$ cat config.mk
export PLATFORM = sky130hd
export DESIGN_NAME = rtp_nal_fragmenter_core
export DESIGN_NICKNAME = d
export VERILOG_FILES = /design/src/rtl/core/rnf_pkg.sv /design/src/rtl/core/rnf_cfg.sv /design/src/rtl/core/rnf_ctrl.sv /design/src/rtl/core/rnf_emit.sv /design/src/rtl/core/rtp_nal_fragmenter_core.sv
export SDC_FILE = /design/constraint.sdc
export NUM_CORES = 1
export LEC_CHECK = 0
export BUFFER_PORTS_ARGS = -buffer_cell sky130_fd_sc_hd__buf_2
export CAP_MARGIN = 10
export CORE_ASPECT_RATIO = 0.6
export CORE_MARGIN = 2
export CORE_UTILIZATION = 45
export CTS_BUF_LIST = sky130_fd_sc_hd__clkbuf_8
export CTS_CLUSTER_SIZE = 30
export DETAILED_ROUTE_END_ITERATION = 16
export GPL_TIMING_DRIVEN = 0
export PLACE_DENSITY = 0.6
export SETUP_SLACK_MARGIN = 0.02
export SLEW_MARGIN = 0
export SYNTH_ARGS = -nofsm -noshare
export SYNTH_HDL_FRONTEND = slang
export SYNTH_HIERARCHICAL = 1
export SYNTH_SLANG_ARGS = --single-unit
export TNS_END_PERCENT = 20
$ cat constraint.sdc
create_clock -name clk -period 5.6 [get_ports clk]
set_input_delay 1.12 -clock clk [delete_from_list [all_inputs] [get_ports clk]]
set_output_delay 1.12 -clock clk [all_outputs]
set_load 0.01 [all_outputs]
$ cat src/rtl/core/rnf_pkg.sv
// Shared types, constants and header helper for the RTP NAL fragmenter.
`default_nettype none

package rnf_pkg;

    // Default sizes handed to the top level
    localparam int LENGTH_BITS_DEF  = 24;
    localparam int BUFFER_BYTES_DEF = 4096;

    // Fixed field widths
    localparam int BYTE_W          = 8;
    localparam int NAL_SIZE_W      = 24;
    localparam int PAYLOAD_LIMIT_W = 13;
    localparam int SSRC_W          = 32;
    localparam int CFG_DATA_W      = 32;
    localparam int REG_IDX_W       = 2;
    localparam int SEQ_W           = 16;
    localparam int FU_CNT_W        = 2;
    localparam int EMIT_IDX_W      = 4;

    // Configuration register indexes
    localparam logic [REG_IDX_W-1:0] REG_CODEC_SELECT  = 2'd0;
    localparam logic [REG_IDX_W-1:0] REG_PAYLOAD_LIMIT = 2'd1;
    localparam logic [REG_IDX_W-1:0] REG_SSRC          = 2'd2;
    localparam logic [REG_IDX_W-1:0] REG_RTP_PT        = 2'd3;

    // Configuration reset values
    localparam logic                       CODEC_SELECT_RST  = 1'b0;
    localparam logic [PAYLOAD_LIMIT_W-1:0] PAYLOAD_LIMIT_RST = 13'd1400;
    localparam logic [SSRC_W-1:0]          SSRC_RST          = 32'hDEADBEEF;
    localparam logic [BYTE_W-1:0]          RTP_PT_RST        = 8'd96;

    // Stream framing constants
    localparam int                     PREFIX_BYTES   = 4;
    localparam logic [EMIT_IDX_W-1:0]  RTP_HDR_BYTES  = 4'd12;
    localparam logic [BYTE_W-1:0]      RTP_FIRST_BYTE = 8'h80;

    // FU header constants
    localparam logic [BYTE_W-1:0] H264_FU_A_TYPE  = 8'd28;
    localparam logic [BYTE_W-1:0] H264_NRI_MASK   = 8'hE0;
    localparam logic [BYTE_W-1:0] H264_TYPE_MASK  = 8'h1F;
    localparam logic [BYTE_W-1:0] H265_FU_TYPE    = 8'(49 << 1);
    localparam logic [BYTE_W-1:0] H265_KEEP_MASK  = 8'h81;
    localparam logic [BYTE_W-1:0] H265_TYPE_MASK  = 8'h3F;
    localparam logic [BYTE_W-1:0] FU_START_BIT    = 8'h80;
    localparam logic [BYTE_W-1:0] FU_END_BIT      = 8'h40;
    localparam logic [FU_CNT_W-1:0] H264_FU_BYTES = 2'd2;
    localparam logic [FU_CNT_W-1:0] H265_FU_BYTES = 2'd3;

    typedef struct packed {
        logic                       codec_select;
        logic [PAYLOAD_LIMIT_W-1:0] payload_limit;
        logic [SSRC_W-1:0]          ssrc;
        logic [BYTE_W-1:0]          rtp_pt;
    } cfg_t;

    // Everything the emitter needs to send the results of one input byte
    typedef struct packed {
        logic                emit;
        logic                hdr;
        logic [SEQ_W-1:0]    seq;
        logic [FU_CNT_W-1:0] fu_cnt;
        logic [BYTE_W-1:0]   fu0;
        logic [BYTE_W-1:0]   fu1;
        logic [BYTE_W-1:0]   fu2;
        logic [BYTE_W-1:0]   data;
        logic                data_last;
    } burst_t;

    // One byte of the 12-byte RTP header; timestamp bytes are zero
    function automatic logic [BYTE_W-1:0] rtp_hdr_byte(
        input logic [EMIT_IDX_W-1:0] idx,
        input logic [SEQ_W-1:0]      seq,
        input logic [BYTE_W-1:0]     pt,
        input logic [SSRC_W-1:0]     ssrc
    );
        logic [BYTE_W-1:0] b;
        case (idx)
            4'd0:    b = RTP_FIRST_BYTE;
            4'd1:    b = pt;
            4'd2:    b = seq[15:8];
            4'd3:    b = seq[7:0];
            4'd8:    b = ssrc[31:24];
            4'd9:    b = ssrc[23:16];
            4'd10:   b = ssrc[15:8];
            4'd11:   b = ssrc[7:0];
            default: b = '0;
        endcase
        return b;
    endfunction

endpackage

`default_nettype wire

$ cat src/rtl/core/rnf_cfg.sv
// Configuration register file of the RTP NAL fragmenter.
`default_nettype none

module rnf_cfg (
    input  wire logic                          clk,
    input  wire logic                          rst_n,
    input  wire logic                          cfg_write,
    input  wire logic [rnf_pkg::REG_IDX_W-1:0] cfg_index,
    input  wire logic [rnf_pkg::CFG_DATA_W-1:0] cfg_data,
    output rnf_pkg::cfg_t                      cfg
);
    import rnf_pkg::*;

    cfg_t cfg_reg;

    // Decode the register index and capture the write data
    always_ff @(posedge clk or negedge rst_n)
    begin
        if (!rst_n)
        begin
            cfg_reg.codec_select  <= CODEC_SELECT_RST;
            cfg_reg.payload_limit <= PAYLOAD_LIMIT_RST;
            cfg_reg.ssrc          <= SSRC_RST;
            cfg_reg.rtp_pt        <= RTP_PT_RST;
        end
        else if (cfg_write)
        begin
            unique case (cfg_index)
                REG_CODEC_SELECT:  cfg_reg.codec_select  <= cfg_data[0];
                REG_PAYLOAD_LIMIT: cfg_reg.payload_limit <= cfg_data[PAYLOAD_LIMIT_W-1:0];
                REG_SSRC:          cfg_reg.ssrc          <= cfg_data[SSRC_W-1:0];
                REG_RTP_PT:        cfg_reg.rtp_pt        <= cfg_data[BYTE_W-1:0];
                default:           cfg_reg.codec_select  <= cfg_reg.codec_select;
            endcase
        end
    end

    assign cfg = cfg_reg;

endmodule

`default_nettype wire

$ cat src/rtl/core/rnf_ctrl.sv
// Per-byte packetizing control: NAL tracking, fragment decisions, burst build.
`default_nettype none

module rnf_ctrl #(
    parameter int LENGTH_BITS  = rnf_pkg::LENGTH_BITS_DEF,
    parameter int BUFFER_BYTES = rnf_pkg::BUFFER_BYTES_DEF
) (
    input  wire logic                           clk,
    input  wire logic                           rst_n,
    input  wire logic                           take,
    input  wire logic [rnf_pkg::BYTE_W-1:0]     data_byte,
    input  wire logic                           nal_first,
    input  wire logic [rnf_pkg::NAL_SIZE_W-1:0] nal_size,
    input  rnf_pkg::cfg_t                       cfg,
    output rnf_pkg::burst_t                     burst
);
    import rnf_pkg::*;

    localparam int LB    = LENGTH_BITS;
    localparam int LIM_W = $clog2(BUFFER_BYTES + 1);
    localparam int MP_W  = (LIM_W > PAYLOAD_LIMIT_W) ? LIM_W : PAYLOAD_LIMIT_W;
    localparam int CMP_W = (LB > LIM_W) ? LB : LIM_W;

    typedef enum logic [1:0] {
        MODE_DROP,
        MODE_WHOLE,
        MODE_H264,
        MODE_H265
    } mode_t;

    mode_t             mode_reg,   mode_next;
    logic [SEQ_W-1:0]  seq_reg,    seq_next;
    logic [LB-1:0]     pos_reg,    pos_next;
    logic [LB-1:0]     len_reg,    len_next;
    logic [LIM_W-1:0]  chunk_reg,  chunk_next;
    logic [LIM_W-1:0]  cmax_reg,   cmax_next;
    logic              ff_reg,     ff_next;
    logic [BYTE_W-1:0] hdr_a_reg,  hdr_a_next;
    logic [BYTE_W-1:0] hdr_b_reg,  hdr_b_next;

    // New-buffer decisions
    logic [MP_W-1:0]  mp_ext;
    logic [MP_W-1:0]  bb_ext;
    logic [LIM_W-1:0] lim_new;
    logic [LB-1:0]    len_in;
    logic [LB-1:0]    psize_new;
    logic             fits_whole;
    logic             h264_ok;
    logic             h265_ok;
    mode_t            mode_new;

    // Running-byte terms
    logic             active;
    logic             past_prefix;
    logic             q_zero;
    logic             q_one;
    logic             at_end;
    logic [LB-1:0]    remain;
    logic             end_frag;
    logic [LIM_W-1:0] chunk_inc;
    logic             chunk_full;
    logic [BYTE_W-1:0] start_bit;
    logic [BYTE_W-1:0] end_bit;

    // Work out the mode and fragment limit of a new buffer
    always_comb
    begin
        mp_ext     = MP_W'(cfg.payload_limit);
        bb_ext     = MP_W'(BUFFER_BYTES);
        lim_new    = (mp_ext > bb_ext) ? LIM_W'(bb_ext) : LIM_W'(mp_ext);
        len_in     = LB'(nal_size);
        psize_new  = len_in - LB'(PREFIX_BYTES);
        fits_whole = CMP_W'(psize_new) <= CMP_W'(lim_new);
        h264_ok    = (psize_new > LB'(1)) && (lim_new > LIM_W'(2));
        h265_ok    = (psize_new > LB'(2)) && (lim_new > LIM_W'(3));
        if (len_in <= LB'(PREFIX_BYTES))
            mode_new = MODE_DROP;
        else if (fits_whole)
            mode_new = MODE_WHOLE;
        else if (cfg.codec_select)
            mode_new = h265_ok ? MODE_H265 : MODE_DROP;
        else
            mode_new = h264_ok ? MODE_H264 : MODE_DROP;
    end

    // Position tests for a byte within the current buffer
    always_comb
    begin
        active      = (mode_reg != MODE_DROP) && (pos_reg < len_reg);
        past_prefix = pos_reg >= LB'(PREFIX_BYTES);
        q_zero      = pos_reg == LB'(PREFIX_BYTES);
        q_one       = pos_reg == LB'(PREFIX_BYTES + 1);
        at_end      = pos_reg == (len_reg - LB'(1));
        remain      = len_reg - pos_reg;
        end_frag    = CMP_W'(remain) <= CMP_W'(cmax_reg);
        chunk_inc   = chunk_reg + LIM_W'(1);
        chunk_full  = chunk_inc >= cmax_reg;
        start_bit   = ff_reg ? FU_START_BIT : '0;
        end_bit     = end_frag ? FU_END_BIT : '0;
    end

    // Build the burst and the next state for the offered byte
    always_comb
    begin
        mode_next  = mode_reg;
        pos_next   = pos_reg;
        len_next   = len_reg;
        chunk_next = chunk_reg;
        cmax_next  = cmax_reg;
        ff_next    = ff_reg;
        hdr_a_next = hdr_a_reg;
        hdr_b_next = hdr_b_reg;
        burst      = '0;
        burst.seq  = seq_reg;
        burst.data = data_byte;

        if (nal_first)
        begin
            // The first byte is always prefix and sends nothing
            mode_next  = mode_new;
            len_next   = len_in;
            pos_next   = LB'(1);
            chunk_next = '0;
            ff_next    = 1'b1;
            cmax_next  = lim_new - (cfg.codec_select ? LIM_W'(3) : LIM_W'(2));
        end
        else if (active)
        begin
            pos_next = pos_reg + LB'(1);
            if (past_prefix)
            begin
                unique case (mode_reg)
                    MODE_WHOLE:
                    begin
                        burst.emit      = 1'b1;
                        burst.hdr       = q_zero;
                        burst.data_last = at_end;
                    end
                    MODE_H264, MODE_H265:
                    begin
                        if (q_zero)
                            hdr_a_next = data_byte;
                        else if (q_one && (mode_reg == MODE_H265))
                            hdr_b_next = data_byte;
                        else
                        begin
                            burst.emit = 1'b1;
                            burst.hdr  = chunk_reg == '0;
                            if (mode_reg == MODE_H265)
                            begin
                                burst.fu_cnt = H265_FU_BYTES;
                                burst.fu0    = (hdr_a_reg & H265_KEEP_MASK) | H265_FU_TYPE;
                                burst.fu1    = hdr_b_reg;
                                burst.fu2    = ((hdr_a_reg >> 1) & H265_TYPE_MASK)
                                               | start_bit | end_bit;
                            end
                            else
                            begin
                                burst.fu_cnt = H264_FU_BYTES;
                                burst.fu0    = (hdr_a_reg & H264_NRI_MASK) | H264_FU_A_TYPE;
                                burst.fu1    = (hdr_a_reg & H264_TYPE_MASK)
                                               | start_bit | end_bit;
                            end
                            // Close the fragment when full or at the end of the NAL
                            if (chunk_full || at_end)
                            begin
                                burst.data_last = 1'b1;
                                chunk_next      = '0;
                                ff_next         = 1'b0;
                            end
                            else
                                chunk_next = chunk_inc;
                        end
                    end
                    default:
                    begin
                        burst.emit = 1'b0;
                    end
                endcase
                if (!burst.hdr)
                    burst.fu_cnt = '0;
            end
        end

        seq_next = burst.hdr ? seq_reg + SEQ_W'(1) : seq_reg;
    end

    // Hold the buffer state; advance only on an accepted transaction
    always_ff @(posedge clk or negedge rst_n)
    begin
        if (!rst_n)
        begin
            mode_reg  <= MODE_DROP;
            seq_reg   <= '0;
            pos_reg   <= '0;
            len_reg   <= '0;
            chunk_reg <= '0;
            cmax_reg  <= '0;
            ff_reg    <= 1'b1;
            hdr_a_reg <= '0;
            hdr_b_reg <= '0;
        end
        else if (take)
        begin
            mode_reg  <= mode_next;
            seq_reg   <= seq_next;
            pos_reg   <= pos_next;
            len_reg   <= len_next;
            chunk_reg <= chunk_next;
            cmax_reg  <= cmax_next;
            ff_reg    <= ff_next;
            hdr_a_reg <= hdr_a_next;
            hdr_b_reg <= hdr_b_next;
        end
    end

    // Each RTP header consumes exactly one sequence number
    assert property (@(posedge clk) disable iff (!rst_n)
        take && burst.hdr |=> seq_reg == $past(seq_reg) + SEQ_W'(1))
        else $error("sequence number did not advance after a header");

    // A fragment never grows past its limit
    assert property (@(posedge clk) disable iff (!rst_n)
        (mode_reg == MODE_H264 || mode_reg == MODE_H265) |-> chunk_reg < cmax_reg)
        else $error("fragment position beyond the fragment limit");

endmodule

`default_nettype wire

$ cat src/rtl/core/rnf_emit.sv
// Result stage: serialises one burst of RTP header, FU header and data bytes.
`default_nettype none

module rnf_emit (
    input  wire logic                       clk,
    input  wire logic                       rst_n,
    input  wire logic                       load,
    input  rnf_pkg::burst_t                 burst,
    input  rnf_pkg::cfg_t                   cfg,
    input  wire logic                       out_stall,
    output logic                            out_valid,
    output logic [rnf_pkg::BYTE_W-1:0]      out_byte,
    output logic                            packet_first,
    output logic                            packet_last,
    output logic                            run_last,
    output logic                            busy
);
    import rnf_pkg::*;

    logic                  valid_reg;
    logic [EMIT_IDX_W-1:0] idx_reg;
    logic [EMIT_IDX_W-1:0] last_reg;
    burst_t                burst_reg;
    logic                  pop;
    logic                  at_last;

    assign pop     = valid_reg && !out_stall;
    assign at_last = idx_reg == last_reg;
    // Busy while a burst is in flight, unless its final byte leaves in this cycle
    assign busy    = valid_reg && !(pop && at_last);

    // Track the burst in flight and step through its bytes
    always_ff @(posedge clk or negedge rst_n)
    begin
        if (!rst_n)
        begin
            valid_reg <= 1'b0;
            idx_reg   <= '0;
            last_reg  <= '0;
        end
        else if (load)
        begin
            valid_reg <= 1'b1;
            idx_reg   <= '0;
            last_reg  <= burst.hdr ? RTP_HDR_BYTES + EMIT_IDX_W'(burst.fu_cnt) : '0;
        end
        else if (pop)
        begin
            if (at_last)
                valid_reg <= 1'b0;
            idx_reg <= idx_reg + EMIT_IDX_W'(1);
        end
    end

    // Hold the burst payload
    always_ff @(posedge clk)
    begin
        if (load)
            burst_reg <= burst;
    end

    // Select the byte at the current position
    always_comb
    begin
        if (at_last)
            out_byte = burst_reg.data;
        else if (idx_reg < RTP_HDR_BYTES)
            out_byte = rtp_hdr_byte(idx_reg, burst_reg.seq, cfg.rtp_pt, cfg.ssrc);
        else
        begin
            case (idx_reg[1:0])
                2'd0:    out_byte = burst_reg.fu0;
                2'd1:    out_byte = burst_reg.fu1;
                default: out_byte = burst_reg.fu2;
            endcase
        end
    end

    assign out_valid    = valid_reg;
    assign packet_first = burst_reg.hdr && (idx_reg == '0);
    assign packet_last  = at_last && burst_reg.data_last;
    assign run_last     = at_last;

    // A new burst is loaded only into a free or draining stage
    assert property (@(posedge clk) disable iff (!rst_n)
        load |-> (!valid_reg || (pop && at_last)))
        else $error("burst loaded over one still in flight");

    // The byte position never runs past the end of its burst
    assert property (@(posedge clk) disable iff (!rst_n)
        valid_reg |-> idx_reg <= last_reg)
        else $error("byte position beyond burst end");

endmodule

`default_nettype wire

$ cat src/rtl/core/rtp_nal_fragmenter_core.sv
// An accepted byte's first result is registered and appears in the cycle after acceptance.
// Throughput, while out_stall is low: one output byte per cycle from the result stage; a
// byte with n results holds the input until its last result leaves (n is 1 for data, 13
// to 16 at a packet start), and bytes that send nothing or one byte are taken every cycle.
// Reset (rst_n, asynchronous, active low) restores register defaults, sequence 0, drop mode.
`default_nettype none

module rtp_nal_fragmenter_core #(
    parameter int LENGTH_BITS  = rnf_pkg::LENGTH_BITS_DEF,
    parameter int BUFFER_BYTES = rnf_pkg::BUFFER_BYTES_DEF
) (
    input  wire logic                            clk,
    input  wire logic                            rst_n,
    input  wire logic                            cfg_write,
    input  wire logic [rnf_pkg::REG_IDX_W-1:0]   cfg_index,
    input  wire logic [rnf_pkg::CFG_DATA_W-1:0]  cfg_data,
    input  wire logic                            in_valid,
    output logic                                 in_stall,
    input  wire logic [rnf_pkg::BYTE_W-1:0]      data_byte,
    input  wire logic                            nal_first,
    input  wire logic [rnf_pkg::NAL_SIZE_W-1:0]  nal_size,
    output logic                                 out_valid,
    input  wire logic                            out_stall,
    output logic [rnf_pkg::BYTE_W-1:0]           out_byte,
    output logic                                 packet_first,
    output logic                                 packet_last,
    output logic                                 run_last
);
    import rnf_pkg::*;

    cfg_t   cfg;
    burst_t burst;
    logic   take;
    logic   busy;

    // Accept an input transaction whenever the result stage can take its burst
    assign in_stall = busy;
    assign take     = in_valid && !busy;

    rnf_cfg u_cfg (
        .clk       (clk),
        .rst_n     (rst_n),
        .cfg_write (cfg_write),
        .cfg_index (cfg_index),
        .cfg_data  (cfg_data),
        .cfg       (cfg)
    );

    rnf_ctrl #(
        .LENGTH_BITS  (LENGTH_BITS),
        .BUFFER_BYTES (BUFFER_BYTES)
    ) u_ctrl (
        .clk       (clk),
        .rst_n     (rst_n),
        .take      (take),
        .data_byte (data_byte),
        .nal_first (nal_first),
        .nal_size  (nal_size),
        .cfg       (cfg),
        .burst     (burst)
    );

    rnf_emit u_emit (
        .clk          (clk),
        .rst_n        (rst_n),
        .load         (take && burst.emit),
        .burst        (burst),
        .cfg          (cfg),
        .out_stall    (out_stall),
        .out_valid    (out_valid),
        .out_byte     (out_byte),
        .packet_first (packet_first),
        .packet_last  (packet_last),
        .run_last     (run_last),
        .busy         (busy)
    );

endmodule

`default_nettype wire
==> results.md, run 1 <==
* Die Y at about 140 um
* Avg WL per Cell at 20.87 um
* Critical-path top delay cell: nor4_1
* Final max-slew violation count at 0
* Largest family of logic cells by synthesized area: simple AND/OR/NAND/NOR gates
* Mux share of post-synthesis cell area at 0.06794
* Peak supply drop at 0.2814 mV
* Min-delay src: u_ctrl/seq_reg[15]$_DFFE_PN0P_
* Max reg flops at 54
* Most frequent cells in the layout: nand2_1, dfrtp_1, buf_2, nor2_1, mux2_2
* Sequential Power Share at 0.314
* Final wirelength at 42,580 um
* First DRT Iteration DRCs at between 1,000 and 1,500
* Status: finished clean
* Synth Area in Simple Gates at 0.1865
* First-pass GRT wire length at 65,210 um
* Sw frac at 0.4224
* Post-CTS Setup Inserts at 0
* Vias at 11,930
* Layout area overhead at 12.99%
* CTS max path bufs at 3
* Worst Reg-to-Reg Cells at 18
* Row count at 50
* Largest net degree at the start of global routing at 122
* Initial core utilization at 0.4561
* Slew at the pin with the worst max-slew slack at 0.9567 ns
* Hold Path Class: reg2reg
* Synthesized area per cell at 9.654 um^2
* Clk_skew at 0.03089 ns
* Hold slack at 0.4723 ns
* Cell Pwr Density at roughly 450 nW/um^2
* Synth Area in XOR/XNOR at 0.06485
* Setup crit end kind: flop
* Hpwl dp at 32,790 um
* Yosys warnings at 6
* Clk pwr share at 0.226
* Grt total ovfl at 0
* Endpoints failing setup at 0
* Crit path time final at around 5.1 ns
* Num CTS Buffers at 37
* GP Congestion at around 0.95
* Crit-path cells: clkinvlp_4, ha_1, o211a_1, o31a_1, o31ai_1, nand2b_1, a21o_1, a21oi_1, xnor2_1, ha_1, nand4_1, nor3_1, a21boi_0, o221ai_1, nand4_1, nor4_1, nand3_1, o32ai_1
* CTS sink cnt at 221
* IO Port Bufs at 84
* Clk_lat worst skew at 0.56 ns
* CP required at 5.95 ns
* Yosys reg bits at 221
* Crit path largest cell delay at ~0.58 ns
* Clk slew on worst S/H paths at 0.07 ns
* Detail Route Antenna Nets at 0
* Initial antenna violation count at 1
* Core ar. at 31,090 um^2
* Static leakage at 6.864 nW
* I/O pins at 85
* Combinational Power Share at 0.460
* Vias in the first global route at 10,940
* Post-route DRC at 0
* Cell area after synthesis at 14,180 um^2
* FF-to-FF setup slack at 0.47 ns
* Ys flop type: dfrtp_1
* TritonCTS clock tree: built
* Slew margin rel. at 0.3563
* Worst r2r dst: u_emit/burst_reg[23]$_DFFE_PP_
* Crit start category: flop
* Root Buffer: clkbuf_8
* Most common cell after layout, fill and taps aside: nand2_1
* GR Util All Layers at 0.2598
* Synth Area in Adders at 0.07023
* Layout cells sized above 1 at 0.1953
* Final period utilization at 0.9160
* Int Pwr at around 4.2 mW
* Worst setup path end: u_emit/burst_reg[23]$_DFFE_PP_
* Cell count after synthesis at 1,469
* Vias per inst at 5.846
* Share of the yosys chip area belonging to registers at 0.4105
* Crit path DAT at 5.48 ns
* Fmax at 195.0 MHz
* Final hold vios at 0
* Core Util, Final at 0.5153
* Cell variety after synth at 89
* DP Worst Slack at 0.1286 ns
* Max_cap viols at 0
* Synth Net Count at between 1,500 and 2,000
* Sw power at 3.037 mW
* Post-synth EDFFs at 50
* CTS H-tree lvls at 2
* Post-synthesis compound-gate area fraction at 0.1530
* Die Area at 33,000 um^2
* Crit Path Max Fanout at 8
* Reg2reg start: u_ctrl/pos_reg[2]$_DFFE_PN0P_
* CP startpoint: u_ctrl/pos_reg[2]$_DFFE_PN0P_
* DR pass1 iterations at 5
* Die span in x at around 230 um
* RSZ-0062 raised after global routing: false
* Final WS setup at around 0.47 ns
* Fin nets at 1,745
* CP Class: reg2reg
* FFs w/ async S/R, synth at 0.7738
-- critical path: cells and delay by family, from the launching register on --
family / cells / cell delay (ns)
XOR/XNOR: 1 / 0.18
buffers and inverters: 1 / 0.28
AO/OA/AOI/OAI: 8 / 1.93
adder cells (fa/ha/maj): 2 / 0.73
flip-flops: 1 / 0.51
AND/OR/NAND/NOR: 6 / 1.26
-- cells by family after synthesis --
group | count (synthesis)
AO/OA/AOI/OAI | 316
multiplexers | 86
AND/OR/NAND/NOR | 514
XOR/XNOR | 105
flip-flops | 221
adder cells (fa/ha/maj) | 79
buffers and inverters | 148
-- worst min path at each step --
stage                                  endpoint  depth (start not counted)
2_1_floorplan    u_ctrl/seq_reg[15]$_DFFE_PN0P_                          1
3_3_place_gp     u_ctrl/seq_reg[15]$_DFFE_PN0P_                          1
6_report         u_ctrl/seq_reg[15]$_DFFE_PN0P_                          1
4_1_cts        u_ctrl/chunk_reg[11]$_DFFE_PN0P_                          1
5_1_grt         u_ctrl/chunk_reg[6]$_DFFE_PN0P_                          1
3_5_place_dp     u_emit/burst_reg[50]$_DFFE_PP_                          0
-- power by group through the flow --
stage | combinational [mW] | clock [mW] | sequential, mW
after floorplan | 2.30 | 0 | 2.13
after global placement | 3.16 | 0 | 2.25
after detailed placement | 3.21 | 0 | 2.26
after CTS | 3.23 | 1.67 | 2.23
after global routing | 3.64 | 1.75 | 2.28
final | 3.31 | 1.63 | 2.26
-- metrics by stage --
| step | setup TNS, ns | cells | total power [mW] | instance area [um^2] |
|---|---|---|---|---|
| after CTS | 0 | 2039 | 7.136 | 16010 |
| after detailed placement | 0 | 1971 | 5.476 | 15180 |
| after floorplan | 0 | 1469 | 4.425 | 14180 |
| final | 0 | 2040 | 7.191 | 16020 |
| after global placement | -16.44 | 1969 | 5.413 | 15120 |
| after global routing | 0 | 2040 | 7.670 | 16020 |
-- cell usage after synthesis (all sizes together) (25+ instances only) --
cell / count / area share
nor2: 85 / 0.023
ha: 78 / 0.069
clkbuf: 48 / 0.013
xnor2: 69 / 0.043
dfstp: 33 / 0.061
dfrtp: 138 / 0.24
mux2: 82 / 0.065
o21ai: 59 / 0.021
nand3: 38 / 0.013
nor3: 43 / 0.017
xor2: 36 / 0.022
edfxtp: 50 / 0.11
a21oi: 69 / 0.024
a22o: 25 / 0.016
nand4: 29 / 0.014
nand2: 168 / 0.044
nor4: 29 / 0.015
buf: 27 / 0.015
inv: 71 / 0.019
-- repair_timing --
| item | 4_1_cts | 5_1_grt |
|---|---|---|
| gates resized for setup | 0 | 2 |
| hold buffers | 0 | 0 |
| endpoints found under the hold margin | 0 | 0 |
| setup endpoints to repair | 0 | 2 |
-- layout make-up --
cell class                      instances  area, um^2
Inverter                               73       277.8
Fill cell                            2861       15070
Antenna cell                            1       2.502
Tap cell                              416       520.5
Clock buffer                           42       578.1
Clock inverter                         26       255.2
Timing Repair Buffer                   87       483.0
Multi-Input combinational cell       1100        7695
Buffer                                 74       387.9
Sequential cell                       221        5823
-- metal layers --
| metal | global-route usage | part of all wire | wire length [um] |
|---|---|---|---|
| met3 | 0.07657 | 0.11 | 4588 |
| met5 | 0 | 0 | 0 |
| met2 | 0.3122 | 0.36 | 15380 |
| met1 | 0.4363 | 0.52 | 22070 |
| met4 | 0.05129 | 0.013 | 535 |
(Power assumes the default switching activity.)
==> run 2: changes to the inputs <==
--- a/config.mk
+++ b/config.mk
@@ -7,7 +7,7 @@
 export LEC_CHECK = 0
 export BUFFER_PORTS_ARGS = -buffer_cell sky130_fd_sc_hd__buf_2
 export CAP_MARGIN = 10
-export CORE_ASPECT_RATIO = 0.6
+export CORE_ASPECT_RATIO = 0.8
 export CORE_MARGIN = 2
 export CORE_UTILIZATION = 45
 export CTS_BUF_LIST = sky130_fd_sc_hd__clkbuf_8
==> results.md, run 2 (same netlist as run 1, synthesis figures left out) <==
* Status: finished clean (unchanged)
* Final hold vios at 0 (unchanged)
* Crit Path Max Fanout at 8 (unchanged)
* First-pass GRT wire length at 63,720 um (was 65,210 um)
* First DRT Iteration DRCs at 1,008 (was 1,083)
* Vias at 11,800 (was 11,930)
* Final period utilization at 0.9060 (was 0.9160)
* Critical path's top delay family: compound AO/OA/AOI/OAI gates (unchanged)
* Max_cap viols at 0 (unchanged)
* Core ar. at 31,200 um^2 (was 31,090 um^2)
* Hold Path Class: in2async (was reg2reg)
* CTS H-tree lvls at 2 (unchanged)
* Crit path DAT at 5.44 ns (was 5.48 ns)
* Layout area overhead at 12.73% (was 12.99%)
* Cell Pwr Density at 440.5 nW/um^2 (was 448.8 nW/um^2)
* Initial core utilization at 0.4545 (was 0.4561)
* Slew at the pin with the worst max-slew slack at 0.9865 ns (was 0.9567 ns)
* Crit-path cells: clkinvlp_4, ha_1, o211a_1, o31a_1, o31ai_1, nand2b_1, a21o_1, a21oi_1, xnor2_1, ha_1, nand4_1, nor3_1, nand4_1, o221ai_1, nand4_1, nor4_1, nand3_1, o32ai_1 (was clkinvlp_4, ha_1, o211a_1, o31a_1, o31ai_1, nand2b_1, a21o_1, a21oi_1, xnor2_1, ha_1, nand4_1, nor3_1, a21boi_0, o221ai_1, nand4_1, nor4_1, nand3_1, o32ai_1)
* IO Port Bufs at 84 (unchanged)
* CTS max path bufs at 3 (unchanged)
* Final WS setup at 0.5262 ns (was 0.4707 ns)
* Top cell by count, worst path: nand4_1
* Area after DPL at 15,190 um^2 (was 15,180 um^2)
* Crit path largest cell delay at 0.59 ns (was 0.58 ns)
* Static leakage at 6.877 nW (was 6.864 nW)
* CP required at 5.96 ns (was 5.95 ns)
* Die span in x at 202.5 um (was 233.2 um)
* Num CTS Buffers at 39 (was 37)
* Final max-slew violation count at 0 (unchanged)
* Setup crit end kind: flop (unchanged)
* Vias in the first global route at 11,190 (was 10,940)
* Die Area at 32,960 um^2 (was 33,000 um^2)
* Fmax at 197.1 MHz (was 195.0 MHz)
* Most frequent cells in the layout: nand2_1, dfrtp_1, inv_1, buf_2, nor2_1 (was nand2_1, dfrtp_1, buf_2, nor2_1, mux2_2)
* Gr busiest metal: met1 (unchanged)
* Crit start category: flop (unchanged)
* Die Y at 162.8 um (was 141.5 um)
* Cell area after layout at 15,990 um^2 (was 16,020 um^2)
* Layout cells sized above 1 at 0.1902 (was 0.1953)
* Hold slack at 0.4678 ns (was 0.4723 ns)
* Row count at 58 (was 50)
* Final wirelength at 40,570 um (was 42,580 um)
* Root Buffer: clkbuf_8 (unchanged)
* Post-route DRC at 0 (unchanged)
* Vias per inst at 5.769 (was 5.846)
* Critical-path top delay cell: dfrtp_1 (was nor4_1)
* CTS sink cnt at 221 (unchanged)
* Slew margin rel. at 0.3363 (was 0.3563)
* I/O pins at 85 (unchanged)
* Grt total ovfl at 0 (unchanged)
* Grt met1 use at 0.4018 (was 0.4363)
* Clk_skew at 0.02331 ns (was 0.03089 ns)
* Initial antenna violation count at 1 (unchanged)
* CP Class: reg2reg (unchanged)
* Fin nets at 1,746 (was 1,745)
* DP Worst Slack at 0.4391 ns (was 0.1286 ns)
* Most common cell after layout, fill and taps aside: nand2_1 (unchanged)
* M3 GR Usage at 0.03942 (was 0.07657)
* Largest net degree at the start of global routing at 123 (was 122)
* Clk_lat worst skew at 0.56 ns (about the same)
* Worst Path Buf+Inv at 1 (unchanged)
* Max reg flops at 54 (unchanged)
* RSZ-0062 raised after global routing: false (unchanged)
* Avg WL per Cell at 19.83 um (was 20.87 um)
* Hpwl dp at 30,780 um (was 32,790 um)
* Detail Route Antenna Nets at 0 (unchanged)
* GR Util met2 at 0.3380 (was 0.3122)
* DR pass1 iterations at 5 (unchanged)
* Endpoints failing setup at 0 (unchanged)
* Clk slew on worst S/H paths at 0.06 ns (was 0.07 ns)
* GP Congestion at 0.8905 (was 0.9462)
* Crit path time final at 5.074 ns (was 5.129 ns)
* Peak supply drop at 0.1909 mV (was 0.2814 mV)
* GR Util All Layers at 0.2470 (was 0.2598)
* TritonCTS clock tree: built (unchanged)
run 2: final timing paths:
path / start / slack, ns / depth (start not counted) / end
max in group asynchronous: rst_n / 4.18 / 2 / u_ctrl/chunk_reg[6]$_DFFE_PN0P_
worst max-delay path: u_ctrl/pos_reg[2]$_DFFE_PN0P_ / 0.53 / 18 / u_emit/burst_reg[23]$_DFFE_PP_
worst max register to register: u_ctrl/pos_reg[2]$_DFFE_PN0P_ / 0.53 / 18 / u_emit/burst_reg[23]$_DFFE_PP_
worst min register to register: u_ctrl/seq_reg[15]$_DFFE_PN0P_ / 0.47 / 0 / u_emit/burst_reg[50]$_DFFE_PP_
min in group clk: u_ctrl/seq_reg[15]$_DFFE_PN0P_ / 0.47 / 0 / u_emit/burst_reg[50]$_DFFE_PP_
worst min-delay path: rst_n / 0.47 / 1 / u_ctrl/len_reg[21]$_DFFE_PN0P_
run 2: power breakdown:
part	internal, mW	switching, mW
sequential	1.93	0.316
clock	0.849	0.689
combinational	1.29	1.96
total	4.07	2.97
run 2: timing repair:
action | CTS | global route
setup buffers | 0 | 0
resized for setup | 0 | 1
hold buffers | 0 | 0
endpoints found under the setup margin | 0 | 1
run 2: cell type report:
class / instances / area, um^2
Antenna cell: 1 / 2.502
Inverter: 73 / 277.8
Tap cell: 420 / 525.5
Timing Repair Buffer: 86 / 478.0
Buffer: 74 / 387.9
Multi-Input combinational cell: 1100 / 7695
Sequential cell: 221 / 5822
Fill cell: 2967 / 15220
Clock inverter: 28 / 206.4
Clock buffer: 43 / 591.8
run 2: layer usage:
| layer | vias to the layer above | wire length (um) |
|---|---|---|
| met5 | - | 0 |
| met4 | 0 | 599 |
| met3 | 50 | 2670 |
| met2 | 373 | 16240 |
| met1 | 5786 | 21070 |
| li1 | 5594 | - |
run 2: worst register-to-register path, stage by stage (launching register included):
cell,delay (ns)
dfrtp_1,0.59
clkinvlp_4,0.31
ha_1,0.43
o211a_1,0.24
o31a_1,0.14
o31ai_1,0.48
nand2b_1,0.17
a21o_1,0.21
a21oi_1,0.17
xnor2_1,0.12
ha_1,0.33
nand4_1,0.11
nor3_1,0.32
nand4_1,0.18
o221ai_1,0.17
nand4_1,0.13
nor4_1,0.34
nand3_1,0.18
o32ai_1,0.25
run 2: stage by stage:
stage	util	cells	TNS, ns	power [mW]
2_1_floorplan	-	1469	0	4.425
3_3_place_gp	0.4848	1973	-10.73	5.399
3_5_place_dp	0.4866	1975	0	5.458
4_1_cts	0.5122	2046	0	7.033
5_1_grt	0.5123	2046	0	7.528
6_report	0.5123	2046	0	7.042
